--- src/hdl/rlru_pkg.sv ---
// ----------------------------------------------------------------------------
// rlru_pkg
// Shared types and codes of the region LRU replacement core.
// ----------------------------------------------------------------------------
package rlru_pkg;
  localparam int unsigned REQ_W = 3;
  localparam int unsigned WAYF_W = 4;
  localparam int unsigned STATE_W = 3;
  localparam int unsigned STREAM_W = 8;
  localparam int unsigned EPOCH_W = 2;
  localparam int unsigned DIST_W = 32;
  localparam logic [DIST_W-1:0] DIST_MAX = 32'hffffffff;
  localparam logic [DIST_W-1:0] REACH_LIMIT = 32'd4096;
  localparam logic [EPOCH_W-1:0] EPOCH_MAX = 2'd3;

  typedef enum logic [REQ_W-1:0] {
    REQ_FIND = 3'd0, REQ_FILL = 3'd1, REQ_ACCESS = 3'd2,
    REQ_REPLACE = 3'd3, REQ_SETSTATE = 3'd4, REQ_GET = 3'd5
  } req_t;

  typedef enum logic [2:0] {
    BK_IDLE, BK_WALK, BK_DECIDE, BK_REMOVE, BK_INSERT, BK_OUT
  } bk_state_t;
endpackage

--- src/hdl/rlru_front.sv ---
// ----------------------------------------------------------------------------
// rlru_front
// Accepts requests and queues them for the back end.
// ----------------------------------------------------------------------------
module rlru_front #(
  parameter int unsigned QW = 1
) (
  input  logic clk,
  input  logic rst_n,
  input  logic in_valid,
  output logic in_stall,
  input  logic [QW-1:0] in_data,
  output logic q_valid,
  input  logic q_pop,
  output logic [QW-1:0] q_data
);
  import rlru_pkg::*;
  localparam int unsigned QD = 2;
  logic [QW-1:0] mem_r [QD];
  logic [0:0] wp_r, rp_r;
  logic [1:0] cnt_r;
  logic push;

  assign in_stall = (cnt_r == 2'(QD));
  assign push = in_valid && !in_stall;
  assign q_valid = (cnt_r != 2'd0);
  assign q_data = mem_r[rp_r];

  always_ff @(posedge clk) begin
    if (push) mem_r[wp_r] <= in_data;
    if (!rst_n) begin
      wp_r <= '0; rp_r <= '0; cnt_r <= '0;
    end else begin
      if (push) wp_r <= wp_r + 1'b1;
      if (q_pop) rp_r <= rp_r + 1'b1;
      cnt_r <= cnt_r + 2'(push) - 2'(q_pop);
    end
  end
endmodule

--- config.mk ---
export PLATFORM = sky130hd
export DESIGN_NAME = rlru_front
export DESIGN_NICKNAME = d
export VERILOG_FILES = /design/src/hdl/rlru_pkg.sv /design/src/hdl/rlru_front.sv
export SDC_FILE = /design/constraint.sdc
export NUM_CORES = 1
export LEC_CHECK = 0
export BUFFER_PORTS_ARGS = -buffer_cell sky130_fd_sc_hd__clkbuf_2
export CORE_AREA = 3 3 40 42
export DETAILED_ROUTE_END_ITERATION = 12
export DIE_AREA = 0 0 43 45
export MAX_ROUTING_LAYER = met4
export PLACE_DENSITY_LB_ADDON = 0.12
export SLEW_MARGIN = 20
export SYNTH_ARGS = -nofsm -noshare
export SYNTH_HDL_FRONTEND = slang
export SYNTH_SLANG_ARGS = --single-unit
--- constraint.sdc ---
create_clock -name clk -period 2.4 [get_ports clk]
set_input_delay 0.12 -clock clk [delete_from_list [all_inputs] [get_ports clk]]
set_output_delay 0.12 -clock clk [all_outputs]
set_load 0.01 [all_outputs]
==> metrics.json <==
{
  "synth_top_family_by_area": {"value": "simple AND/OR/NAND/NOR gates"},
  "synth_compound_gate_area_share": {"value": 0},
  "drv_slew": {"value": 0},
  "area_added_between_synthesis_and_finish": {"value": 25.7, "unit": "%"},
  "wire_length_after_detailed_routing": {"value": 463, "unit": "µm"},
  "synth.ff_latch_count": {"value": 7},
  "post-route-drc-count": {"value": 0},
  "cts.hold.buffers_added": {"value": 0},
  "cp.arrival": {"value": 1.67, "unit": "ns"},
  "dpl-instance-area": {"value": 365, "unit": "µm²"},
  "grt-ovfl-total": {"value": 0},
  "vias_in_the_first_global_route": {"value": 211},
  "cts.sink_count": {"value": 7},
  "combined_global_route_utilization_of_all_metal_layers": {"value": 0.0630},
  "cp_max_fo": {"value": 3},
  "vdd_ir_drop_max": {"value": 256, "unit": "µV"},
  "wl_cell": {"value": 8.42, "unit": "µm"},
  "synth_area_leaders": {"value": "sky130_fd_sc_hd__dfxtp_1 (32%), sky130_fd_sc_hd__edfxtp_1 (19%), sky130_fd_sc_hd__ha_1 (8.0%), sky130_fd_sc_hd__nor2_1 (4.8%), sky130_fd_sc_hd__and2_1 (4.0%)"},
  "grt_pass1_wl": {"value": 786, "unit": "µm"},
  "ys_warn_count": {"value": 0},
  "status": {"value": "finished, final reports clean"},
  "clkTransAtPathRegs": {"value": 0.05, "unit": "ns"},
  "type_of_destination_of_the_critical_path": {"value": "flop"},
  "worst_setup_path_startpoint": {"value": "cnt_r[0]"},
  "worstSetupPathDepth": {"value": 8},
  "timing.rr.start": {"value": "cnt_r[0]"},
  "yosysUniqueCellTypes": {"value": 17},
  "total_standard_cell_area_after_synthesis": {"value": 312, "unit": "µm²"},
  "grt_setup_unrepaired": {"value": "false"},
  "maxClockFrequency": {"value": 655, "unit": "MHz"},
  "min-delay-path-class": {"value": "in2reg"},
  "maxCapViolations": {"value": 0},
  "die-area": {"value": 0.00194, "unit": "mm²"},
  "yosys.area_share.xor_xnor": {"value": 0.0562},
  "reg2reg_setup_slack": {"value": 0.87, "unit": "ns"},
  "post-route-util": {"value": 0.305},
  "antenna_found_initial": {"value": 0},
  "cp_slowest_cell": {"value": "sky130_fd_sc_hd__dfxtp_1"},
  "worst-slew-pin-transition": {"value": 0.178, "unit": "ns"},
  "cts_max_level": {"value": 1},
  "yosysSeqAreaShare": {"value": 0.514},
  "floorplan.die.width": {"value": 43, "unit": "µm"},
  "synth_cells": {"value": 29},
  "avgSynthCellArea": {"value": 10.7, "unit": "µm²"},
  "clk_root_buffer_cell": {"value": "sky130_fd_sc_hd__clkbuf_4"},
  "power_density": {"value": 871, "unit": "mW/mm²"},
  "floorplan.initialDensity": {"value": 0.242},
  "synth_largest_type_area_fraction": {"value": 0.321},
  "holdCritStartpoint": {"value": "in_data"},
  "cp_num_buf_inv": {"value": 1},
  "buffer_ports.inserted": {"value": 7},
  "power.static_leakage": {"value": 0.196, "unit": "nW"},
  "worst-setup-path-type": {"value": "reg2reg"},
  "vias_per_cell": {"value": 3.93},
  "slew-limit-headroom": {"value": 0.880},
  "detail-route-antenna-nets": {"value": 0},
  "setup-violations-final": {"value": 0},
  "crit_family": {"value": "simple AND/OR/NAND/NOR gates"},
  "worst_r2r_endpoint": {"value": "cnt_r[1]"},
  "core-area": {"value": 0.00128, "unit": "mm²"},
  "dr.first_iter.drc_count": {"value": 3},
  "report.final.hold_viol_count": {"value": 0},
  "cp-endpoint": {"value": "cnt_r[1]"},
  "finalCritPeriodShare": {"value": 0.636},
  "post-route-min-period": {"value": 1.53, "unit": "ns"},
  "worst_clock_skew_on_the_final_layout": {"value": 0.00590, "unit": "ns"},
  "fraction_of_final_layout_cells_sized_beyond_drive_strength_1": {"value": 0.375},
  "floorplan.rows": {"value": 13},
  "hold-path-cell-count": {"value": 1},
  "basic_gate_share_of_the_synthesized_area_counting_and_or_nand_and_nor_cells": {"value": 0.245},
  "cts-resized-gates": {"value": 0},
  "synth-adder-area-share": {"value": 0.0803},
  "io_pins": {"value": 8},
  "startpoint_type": {"value": "flop"},
  "post-synth-top-area-cell": {"value": "sky130_fd_sc_hd__dfxtp_1"},
  "worstPathCellList": {"value": "nand2b_2, nand2_2, ha_1, inv_1, ha_1, xor2_1, and2_1, nor3_2"},
  "design_area": {"value": 392, "unit": "µm²"},
  "post-layout-total-power": {"value": 0.341, "unit": "mW"},
  "portion_of_netlist_area_occupied_by_mux_cells": {"value": 0.0683},
  "reg2reg_depth": {"value": 8},
  "detailedRoute.firstPassIterationCount": {"value": 2},
  "layout.nets": {"value": 48},
  "antenna_diode_count": {"value": 0},
  "synth.net_count": {"value": 36},
  "clk_latency": {"value": 0.25, "unit": "ns"},
  "gp_congestion": {"value": 0.652},
  "fp.dieH": {"value": 45, "unit": "µm"},
  "critical_path.max_stage_delay": {"value": 0.31, "unit": "ns"},
  "hpwlAfterDp": {"value": 382, "unit": "µm"},
  "setup-tns-final": {"value": 0, "unit": "ns"},
  "cts_made_buffers": {"value": 3},
  "cell_repeated_most_along_the_worst_path": {"value": "sky130_fd_sc_hd__ha_1"},
  "worst_ep_required_time": {"value": 2.54, "unit": "ns"},
  "grt_max_degree": {"value": 5},
  "vias": {"value": 216},
  "cts_post_setup_buffers_inserted": {"value": 0},
  "cts_tree": {"value": "built"},
  "cts_buffer_depth": {"value": 2}
}
-- per-layer routing --
metal	vias to the layer above	GRT usage	routed length (µm)
li1	114	-	-
met1	95	0.0491	185
met2	5	0.0958	241
met3	2	0.0478	31
met4	0	0.0542	4
met5	-	-	0
-- Yosys cell counts --
cell                       count
sky130_fd_sc_hd__mux2_2        1
sky130_fd_sc_hd__ha_1          2
sky130_fd_sc_hd__nand2_1       1
sky130_fd_sc_hd__edfxtp_1      2
sky130_fd_sc_hd__dfxtp_1       5
sky130_fd_sc_hd__mux2i_1       1
sky130_fd_sc_hd__and2_1        2
sky130_fd_sc_hd__and3_1        1
sky130_fd_sc_hd__or2b_1        1
sky130_fd_sc_hd__or2_2         1
sky130_fd_sc_hd__nor3_2        1
sky130_fd_sc_hd__xor2_1        1
sky130_fd_sc_hd__nor2_1        4
sky130_fd_sc_hd__xnor2_1       1
sky130_fd_sc_hd__inv_1         3
sky130_fd_sc_hd__nand2_2       1
sky130_fd_sc_hd__nand2b_2      1
-- layout make-up --
type | instances | area, µm²
Timing Repair Buffer | 7 | 35.0
Fill cell | 141 | 893
Tap cell | 15 | 18.8
Multi-Input combinational cell | 19 | 140
Clock buffer | 4 | 26.3
Inverter | 3 | 11.3
Sequential cell | 7 | 160
-- kinds of logic (layout without fill, tap and decap cells) --
logic type | after synthesis | in the layout
simple gates | 13 | 13
flops | 7 | 7
buf+inv | 3 | 14
fa+ha+maj | 2 | 2
xor+xnor | 2 | 2
mux | 2 | 2
-- worst min-delay path by stage --
stage,endpoint,slack [ns]
floorplan,mem_r[0],0.22
finish,mem_r[0],0.06
global route,mem_r[0],0.04
CTS,mem_r[0],0.05
detailed placement,mem_r[0],0.32
global placement,mem_r[0],0.31
-- through the flow --
stage	setup slack (ns)	hold WS [ns]	instances
detailed placement	0.880	0.315	51
global route	0.729	0.0397	55
CTS	0.864	0.0502	55
finish	0.874	0.0564	55
floorplan	0.972	0.219	29
global placement	0.916	0.310	51
-- power by group --
group	switching [mW]	internal [mW]	total (mW)
sequential	0.0114	0.141	0.153
combinational	0.0397	0.0418	0.0816
clock	0.0435	0.0634	0.107
-- cell usage in the layout (no fill, tap or decap), drive strengths merged --
cell	synthesis	routed
and3	1	1
dfxtp	5	5
edfxtp	2	2
and2	2	2
nand2b	1	1
mux2	1	1
nand2	2	2
nor3	1	1
xor2	1	1
clkbuf	0	11
ha	2	2
xnor2	1	1
or2b	1	1
or2	1	1
inv	3	3
nor2	4	4
mux2i	1	1
Note: power is estimated with default switching activity, not from simulation.
