## config.mk

```make
export PLATFORM = sky130hd
export DESIGN_NAME = rlru_back
export DESIGN_NICKNAME = d
export VERILOG_FILES = /design/src/hdl/rlru_pkg.sv /design/src/hdl/rlru_back.sv
export SDC_FILE = /design/constraint.sdc
export NUM_CORES = 1
export LEC_CHECK = 0
export ABC_CLOCK_PERIOD_IN_PS = 950
export BUFFER_PORTS_ARGS = -buffer_cell sky130_fd_sc_hd__buf_2
export CAP_MARGIN = 20
export CORE_MARGIN = 10
export CORE_UTILIZATION = 30
export CTS_CLUSTER_DIAMETER = 150
export CTS_CLUSTER_SIZE = 40
export DETAILED_ROUTE_END_ITERATION = 7
export GPL_TIMING_DRIVEN = 0
export HOLD_SLACK_MARGIN = 0.02
export PLACE_DENSITY = 0.79
export SLEW_MARGIN = 10
export SYNTH_ARGS = -nofsm -noshare
export SYNTH_HDL_FRONTEND = slang
export SYNTH_SLANG_ARGS = --single-unit
```

## constraint.sdc

```tcl
create_clock -name clk -period 0.95 [get_ports clk]
set_input_delay 0.1425 -clock clk [delete_from_list [all_inputs] [get_ports clk]]
set_output_delay 0.1425 -clock clk [all_outputs]
set_load 0.02 [all_outputs]
```

## src/hdl/rlru_pkg.sv

```systemverilog
// ----------------------------------------------------------------------------
// rlru_pkg
// Shared types and codes of the region LRU replacement core.
// ----------------------------------------------------------------------------
package rlru_pkg;
  localparam int unsigned REQ_W = 3;
  localparam int unsigned WAYF_W = 4;
  localparam int unsigned STATE_W = 3;
  localparam int unsigned STREAM_W = 8;
  localparam int unsigned EPOCH_W = 2;
  localparam int unsigned DIST_W = 32;
  localparam logic [DIST_W-1:0] DIST_MAX = 32'hffffffff;
  localparam logic [DIST_W-1:0] REACH_LIMIT = 32'd4096;
  localparam logic [EPOCH_W-1:0] EPOCH_MAX = 2'd3;

  typedef enum logic [REQ_W-1:0] {
    REQ_FIND = 3'd0, REQ_FILL = 3'd1, REQ_ACCESS = 3'd2,
    REQ_REPLACE = 3'd3, REQ_SETSTATE = 3'd4, REQ_GET = 3'd5
  } req_t;

  typedef enum logic [2:0] {
    BK_IDLE, BK_WALK, BK_DECIDE, BK_REMOVE, BK_INSERT, BK_OUT
  } bk_state_t;
endpackage

```

## src/hdl/rlru_back.sv

```systemverilog
// ----------------------------------------------------------------------------
// rlru_back
// Executes queued requests against the set: list walks and updates.
// ----------------------------------------------------------------------------
module rlru_back #(
  parameter int unsigned TAG_WIDTH = 48,
  parameter int unsigned WAYS = 16,
  parameter int unsigned STRIDE_LIMIT_LOG2 = 10,
  parameter int unsigned QW = 1
) (
  input  logic clk,
  input  logic rst_n,
  input  logic q_valid,
  output logic q_pop,
  input  logic [QW-1:0] q_data,
  input  logic [rlru_pkg::STREAM_W-1:0] source_stream,
  input  logic replace_on_miss,
  output logic out_valid,
  input  logic out_stall,
  output logic out_found,
  output logic [rlru_pkg::WAYF_W-1:0] out_result_way,
  output logic [TAG_WIDTH-1:0] out_tag,
  output logic [TAG_WIDTH-1:0] out_region_end,
  output logic [rlru_pkg::STATE_W-1:0] out_state,
  output logic [rlru_pkg::STREAM_W-1:0] out_stream,
  output logic out_dirty,
  output logic [rlru_pkg::EPOCH_W-1:0] out_epoch
);
  import rlru_pkg::*;
  localparam int unsigned WI = $clog2(WAYS);
  localparam int unsigned CW = $clog2(WAYS + 1);

  logic [TAG_WIDTH-1:0] rs_r [WAYS];
  logic [TAG_WIDTH-1:0] re_r [WAYS];
  logic [STATE_W-1:0] st_r [WAYS];
  logic [STREAM_W-1:0] sm_r [WAYS];
  logic dt_r [WAYS];
  logic [EPOCH_W-1:0] ep_r [WAYS];
  logic [WI-1:0] lru_r [WAYS];
  logic [WI-1:0] ff_r [WAYS];
  logic [CW-1:0] lc_r, fc_r;
  logic [CW-1:0] rc_r;
  logic rm_r;

  bk_state_t st_q, st_nxt;
  logic [CW-1:0] i_r;
  logic [DIST_W-1:0] dist_r;
  logic nv_r, hit_r;
  logic [WI-1:0] near_r, hw_r;
  logic [REQ_W-1:0] rq;
  logic [TAG_WIDTH-1:0] tg;
  logic [WAYF_W-1:0] wy;
  logic [STATE_W-1:0] ns;
  logic [STREAM_W-1:0] nstm, rstm;
  logic dmd, spl;
  logic ok;
  logic [WI-1:0] w;
  // per-request scratch for list edits
  logic rem_lru_r, rem_ff_r, ins_lru_r, app_ff_r, inff_r, inlru_r;
  logic [CW-1:0] pos_r;
  // prefix marks: position k at or after the matching entry
  logic pre_ff [WAYS];
  logic lru_past [WAYS];

  assign {rq, tg, wy, ns, nstm, rstm, dmd, spl} = q_data;
  assign ok = {28'd0, wy} < 32'(WAYS);
  assign w = WI'(wy);

  function automatic logic [DIST_W-1:0] sdist(input logic [TAG_WIDTH-1:0] a,
                                              input logic [TAG_WIDTH-1:0] b);
    logic [TAG_WIDTH-1:0] d;
    d = (a >= b) ? a - b : b - a;
    if (TAG_WIDTH > DIST_W && (d >> DIST_W) != '0) return DIST_MAX;
    return DIST_W'(d);
  endfunction

  logic [WI-1:0] cw;
  logic [DIST_W-1:0] d1, d2;
  assign cw = lru_r[i_r[WI-1:0]];
  assign d1 = sdist(rs_r[cw], tg);
  assign d2 = sdist(re_r[cw], tg);

  always_comb begin
    st_nxt = st_q;
    case (st_q)
      BK_IDLE: if (q_valid) st_nxt = (rq == REQ_FIND) ? BK_WALK : BK_REMOVE;
      BK_WALK: if (i_r >= lc_r || hit_r) st_nxt = BK_DECIDE;
      BK_DECIDE: st_nxt = BK_OUT;
      BK_REMOVE: st_nxt = BK_INSERT;
      BK_INSERT: st_nxt = BK_OUT;
      BK_OUT: if (!out_stall) st_nxt = BK_IDLE;
      default: st_nxt = BK_IDLE;
    endcase
  end

  always_comb begin
    out_valid = (st_q == BK_OUT);
    q_pop = (st_q == BK_OUT) && !out_stall;
  end

  logic [TAG_WIDTH-1:0] span;
  logic [TAG_WIDTH:0] sum;
  always_comb begin
    span = re_r[near_r] - rs_r[near_r];
    sum = {1'b0, span} + (TAG_WIDTH+1)'(dist_r);
  end

  always_ff @(posedge clk) begin
    if (!rst_n) begin
      st_q <= BK_IDLE;
      lc_r <= '0; fc_r <= CW'(WAYS);
      rc_r <= '0; rm_r <= 1'b0;
      for (int k = 0; k < WAYS; k++) begin
        st_r[k] <= '0; dt_r[k] <= 1'b0; ep_r[k] <= '0; ff_r[k] <= WI'(k);
      end
    end else begin
      st_q <= st_nxt;
      case (st_q)
        BK_IDLE: if (q_valid) begin
          i_r <= '0; dist_r <= DIST_MAX; nv_r <= 1'b0; hit_r <= 1'b0;
          out_found <= 1'b0; out_result_way <= '0;
          out_tag <= '0; out_region_end <= '0; out_state <= '0;
          out_stream <= '0; out_dirty <= 1'b0; out_epoch <= '0;
          rem_lru_r <= 1'b0; rem_ff_r <= 1'b0; ins_lru_r <= 1'b0; app_ff_r <= 1'b0;
          inff_r <= 1'b0; inlru_r <= 1'b0; pos_r <= '0;
          for (int k = 0; k < WAYS; k++) begin
            if (CW'(k) < fc_r && ff_r[k] == w) begin inff_r <= 1'b1; end
            if (CW'(k) < lc_r && lru_r[k] == w) begin inlru_r <= 1'b1; end
          end
        end
        BK_WALK: if (!(i_r >= lc_r || hit_r)) begin
          if (dist_r > d1 || dist_r > d2) begin
            dist_r <= (d2 < d1) ? d2 : d1; near_r <= cw; nv_r <= 1'b1;
          end
          if (tg >= rs_r[cw] && tg <= re_r[cw]) begin hit_r <= 1'b1; hw_r <= cw; end
          i_r <= i_r + 1'b1;
        end
        BK_DECIDE: begin
          if (hit_r) begin
            out_found <= 1'b1; out_result_way <= WAYF_W'(hw_r);
          end else if (fc_r == '0 && nv_r && lc_r != '0 && rstm == source_stream) begin
            if (rc_r < CW'(WAYS) && !rm_r) begin
              if (dist_r > REACH_LIMIT) begin
                if (near_r == lru_r[0] || near_r == lru_r[WI'(lc_r - 1'b1)]) begin
                  rc_r <= rc_r + 1'b1;
                  if (rc_r + 1'b1 == CW'(WAYS)) rm_r <= 1'b1;
                end else if (rc_r != '0) rc_r <= rc_r - 1'b1;
              end
              if (!replace_on_miss ||
                  sum < ((TAG_WIDTH+1)'(1) << STRIDE_LIMIT_LOG2)) begin
                out_found <= 1'b1; out_result_way <= WAYF_W'(near_r);
              end
            end else begin
              if (rc_r != '0) rc_r <= rc_r - 1'b1;
              if (rc_r <= CW'(1)) rm_r <= 1'b0;
            end
          end
        end
        BK_REMOVE: begin
          case (rq)
            REQ_FILL: if (ok && ns != '0 && inff_r) begin
              rs_r[w] <= tg; re_r[w] <= tg + 1'b1; st_r[w] <= ns; sm_r[w] <= nstm;
              dt_r[w] <= spl; ep_r[w] <= '0;
              rem_ff_r <= 1'b1; rem_lru_r <= inlru_r; ins_lru_r <= 1'b1;
            end
            REQ_ACCESS: if (ok && st_r[w] != '0) begin
              if (dmd) ep_r[w] <= (sm_r[w] == rstm) ?
                ((ep_r[w] >= EPOCH_MAX) ? EPOCH_MAX : ep_r[w] + 1'b1) : '0;
              if (rstm == source_stream) begin
                if (tg < rs_r[w]) rs_r[w] <= tg;
                else if (tg > re_r[w]) re_r[w] <= tg;
              end
              sm_r[w] <= nstm; dt_r[w] <= spl;
              rem_lru_r <= inlru_r; ins_lru_r <= 1'b1;
            end
            REQ_REPLACE: begin
              if (fc_r != '0) begin out_found <= 1'b1; out_result_way <= WAYF_W'(ff_r[0]); end
              else if (lc_r != '0) begin
                out_found <= 1'b1; out_result_way <= WAYF_W'(lru_r[WI'(lc_r - 1'b1)]);
              end
            end
            REQ_SETSTATE: if (ok && st_r[w] != '0) begin
              sm_r[w] <= nstm;
              if (ns != '0) st_r[w] <= ns;
              else begin
                st_r[w] <= '0; ep_r[w] <= '0;
                rem_lru_r <= inlru_r; app_ff_r <= (fc_r < CW'(WAYS));
              end
            end
            REQ_GET: if (ok) begin
              out_tag <= rs_r[w]; out_region_end <= re_r[w]; out_state <= st_r[w];
              out_stream <= sm_r[w]; out_dirty <= dt_r[w]; out_epoch <= ep_r[w];
            end
            default: ;
          endcase
        end
        BK_INSERT: begin
          // remove from lists, shifting later entries down; append to the free FIFO; insert at MRU
          if (rem_ff_r) begin
            for (int k = 0; k < WAYS - 1; k++) begin
              if (ff_r[k] == w || (k > 0 && pre_ff[k])) ff_r[k] <= ff_r[k+1];
            end
            fc_r <= fc_r - 1'b1;
          end
          if (app_ff_r) begin
            ff_r[WI'(fc_r)] <= w; fc_r <= fc_r + 1'b1;
          end
          if (ins_lru_r) begin
            for (int k = 1; k < WAYS; k++) begin
              if (!lru_past[k-1] || !rem_lru_r) lru_r[k] <= lru_r[k-1];
            end
            lru_r[0] <= w;
            if (!rem_lru_r) lc_r <= lc_r + 1'b1;
          end else if (rem_lru_r) begin
            for (int k = 0; k < WAYS - 1; k++) begin
              if (lru_past[k]) lru_r[k] <= lru_r[k+1];
            end
            lc_r <= lc_r - 1'b1;
          end
        end
        default: ;
      endcase
    end
  end

  always_comb begin
    for (int k = 0; k < WAYS; k++) begin
      pre_ff[k] = (ff_r[k] == w) || (k > 0 && pre_ff[k > 0 ? k-1 : 0]);
      lru_past[k] = (lru_r[k] == w) || (k > 0 && lru_past[k > 0 ? k-1 : 0]);
    end
  end
endmodule

```

==> summary.txt <==
status: finished, violations left
failing checks: negative setup slack
EDFF count, synth: 1
CTS H-Tree Depth: 1
finished layout cell area: 0.001673 mm2
commonest cells in the netlist: buf_4 (114), dfxtp_1 (3), nor2b_1 (3)
yosys warns: 0
fin util: 49.74%
top cells by area, synth: buf_4 (82%), dfxtp_1 (5.7%), edfxtp_1 (2.9%)
P_leak: 0.001141 uW
Area Overhead vs Synth: 59.55%
CP delay by family, top: simple AND/OR/NAND/NOR gates
final worst path period share: 129.9%
register area share after synthesis: 8.592%
TritonCTS Buffers: 3
layout cells sized above 1: 51.91%
WP buf/inv: 1
Max VDD drop: 361.7 uV
WL/cell: 8.526 um
ys flop type: dfxtp_1
vias in the first global route: 751
HPWL after DPL: 2.497 mm
max frequency: 810.2 MHz
critical path launch point type: flop
Synth area leader: buf_4
DRC viols: 0
CP arrival: 1.09 ns
Starting Density: 31.18%
Critical Path End Type: output pin
# rows: 21
CTS tree: yes
MaxCap Viol Count: 0
total routed wirelength: 2.626 mm
slowest stage delay, CP: 0.33 ns
Worst Path Required: 0.81 ns
clock-pin transition on the worst setup and hold timing paths: 0.04 ns
Async SR Flop Fraction: 0%
worst path cell trace: and3b_2 > and2b_2 > buf_6
DRT Pass-1 Iters: 3
unrepaired setup endpoints after global routing: true
Vias/cell: 2.633
Layout Skew: 0.004312 ns
die height: 79.12 um
antenna viol nets, final: 0
worst-path cell with the longest stage delay: dfxtp_4
Unique masters post-synth: 15
GRT overflow: 0
# nets final: 277
Port Buf Inserts: 6
via count: 811
Gate Count Post-Synth: 134
Max Slew Vio Count: 0
Final min period: 1.234 ns
largest net degree at the start of global routing: 8
Setup Viol. Count Final: 3
Worst Hold Class: in -> reg
die area: 0.006260 mm2
Syn Area/Cell: 7.825 um2
# diodes: 0
number of clock sinks: 4
antenna violations before repair: 0
Root Buffer: clkbuf_4
post-synth top area share: 81.62%
dpl cell area: 0.001565 mm2
Die W: 79.12 um
most common cell in the netlist: buf_4
post-synthesis cell area: 0.001049 mm2
gpl congestion: 0.7082
first-pass GRT wire length: 3.650 mm
Max Root-Sink Buffers: 2
Final Hold Viols: 0
critical path class: reg -> out
pwr dens: 793.0 mW/mm2
core area: 0.003363 mm2
Clk Latency, worst-skew pair: 0.24 ns
fin worst setup slack: -0.2842 ns
Total GRT Usage: 7.218%
Initial DRC Count: 10
# IOs: 131
#FFs+latches synth: 4
Critical Path Fanout Max: 2
-- cell type report --
class / count / area, um2
clock buffer: 4 / 26.28
tap: 46 / 57.56
timing repair buffer: 11 / 87.58
buffer: 114 / 855.8
fill: 336 / 1690
multi-input combinational: 129 / 546.8
sequential: 4 / 98.84
-- layout by cell type, fill, tap and decap left out --
cell / synthesis / layout
dfxtp_2: 0 / 1
conb_1: 1 / 114
nor4_4: 0 / 1
and2b_2: 0 / 1
nor2_2: 0 / 1
buf_6: 0 / 4
buf_4: 114 / 117
edfxtp_1: 1 / 1
buf_2: 0 / 4
a21oi_1: 1 / 1
nor2_1: 2 / 1
and4bb_2: 1 / 1
nand2b_1: 1 / 1
nand2_1: 2 / 2
clkbuf_1: 0 / 1
and3b_2: 0 / 1
o2111a_1: 1 / 1
nor2b_1: 3 / 3
dfxtp_4: 0 / 2
clkbuf_4: 0 / 3
nor3b_1: 1 / 1
-- per-stage QoR --
| step | setup WS, ns | setup TNS, ns | total power [uW] | std cells | hold slack [ns] |
|---|---|---|---|---|---|
| after global placement | -0.1026 | -0.1106 | 1005 | 299 | 0.4186 |
| after floorplan | -0.04280 | -0.04280 | 988.4 | 247 | 0.2705 |
| after CTS | -0.2877 | -0.5155 | 1273 | 306 | 0.1722 |
| after global routing | -0.3207 | -0.7065 | 1417 | 308 | 0.1822 |
| after detailed placement | -0.1040 | -0.1614 | 1007 | 299 | 0.4125 |
| final | -0.2842 | -0.5342 | 1327 | 308 | 0.1780 |
-- kinds of logic after synthesis --
| kind of cell | synth area share [%] |
|---|---|
| buf+inv | 81.62 |
| other cells | 0.3577 |
| flops | 8.592 |
| simple gates | 7.878 |
| compound gates | 1.551 |
-- layer usage --
metal	wire length (um)	up-vias	track usage [%]	part of all wire (%)
li1	-	441	-	-
met1	690	297	4.835	26
met2	1352	69	13.13	51
met3	556	4	7.095	21
met4	26	0	2.688	0.99
met5	0	-	0	0
-- registers in the layout (all words and copies together), names as in the netlist --
| register | flops |
|---|---|
| out_found | 1 |
| st_q | 3 |
-- final timing paths --
| path | start | end | slack (ns) | depth (start not counted) |
|---|---|---|---|---|
| max | st_q[1] | q_pop | -0.28 | 3 |
| min | rst_n | st_q[0] | 0.18 | 2 |
| max reg2reg | st_q[0] | out_found | -0.03 | 2 |
| min reg2reg | st_q[0] | out_found | 0.64 | 2 |
-- power breakdown --
group | leakage, uW | total (uW) | switching (uW) | internal, uW
Sequential | 0.0000360 | 195 | 6.54 | 188
Clock | 0.0000150 | 236 | 77.5 | 158
Combinational | 0.00109 | 896 | 527 | 369
-- repair_timing --
item                                    4_1_cts  5_1_grt
buffers inserted                              3        2
resized for setup                             7        5
endpoints found under the setup margin        3        5
pin swaps                                     1        1
hold buffers                                  0        0
No activity file was read; power rests on OpenSTA's default activity.
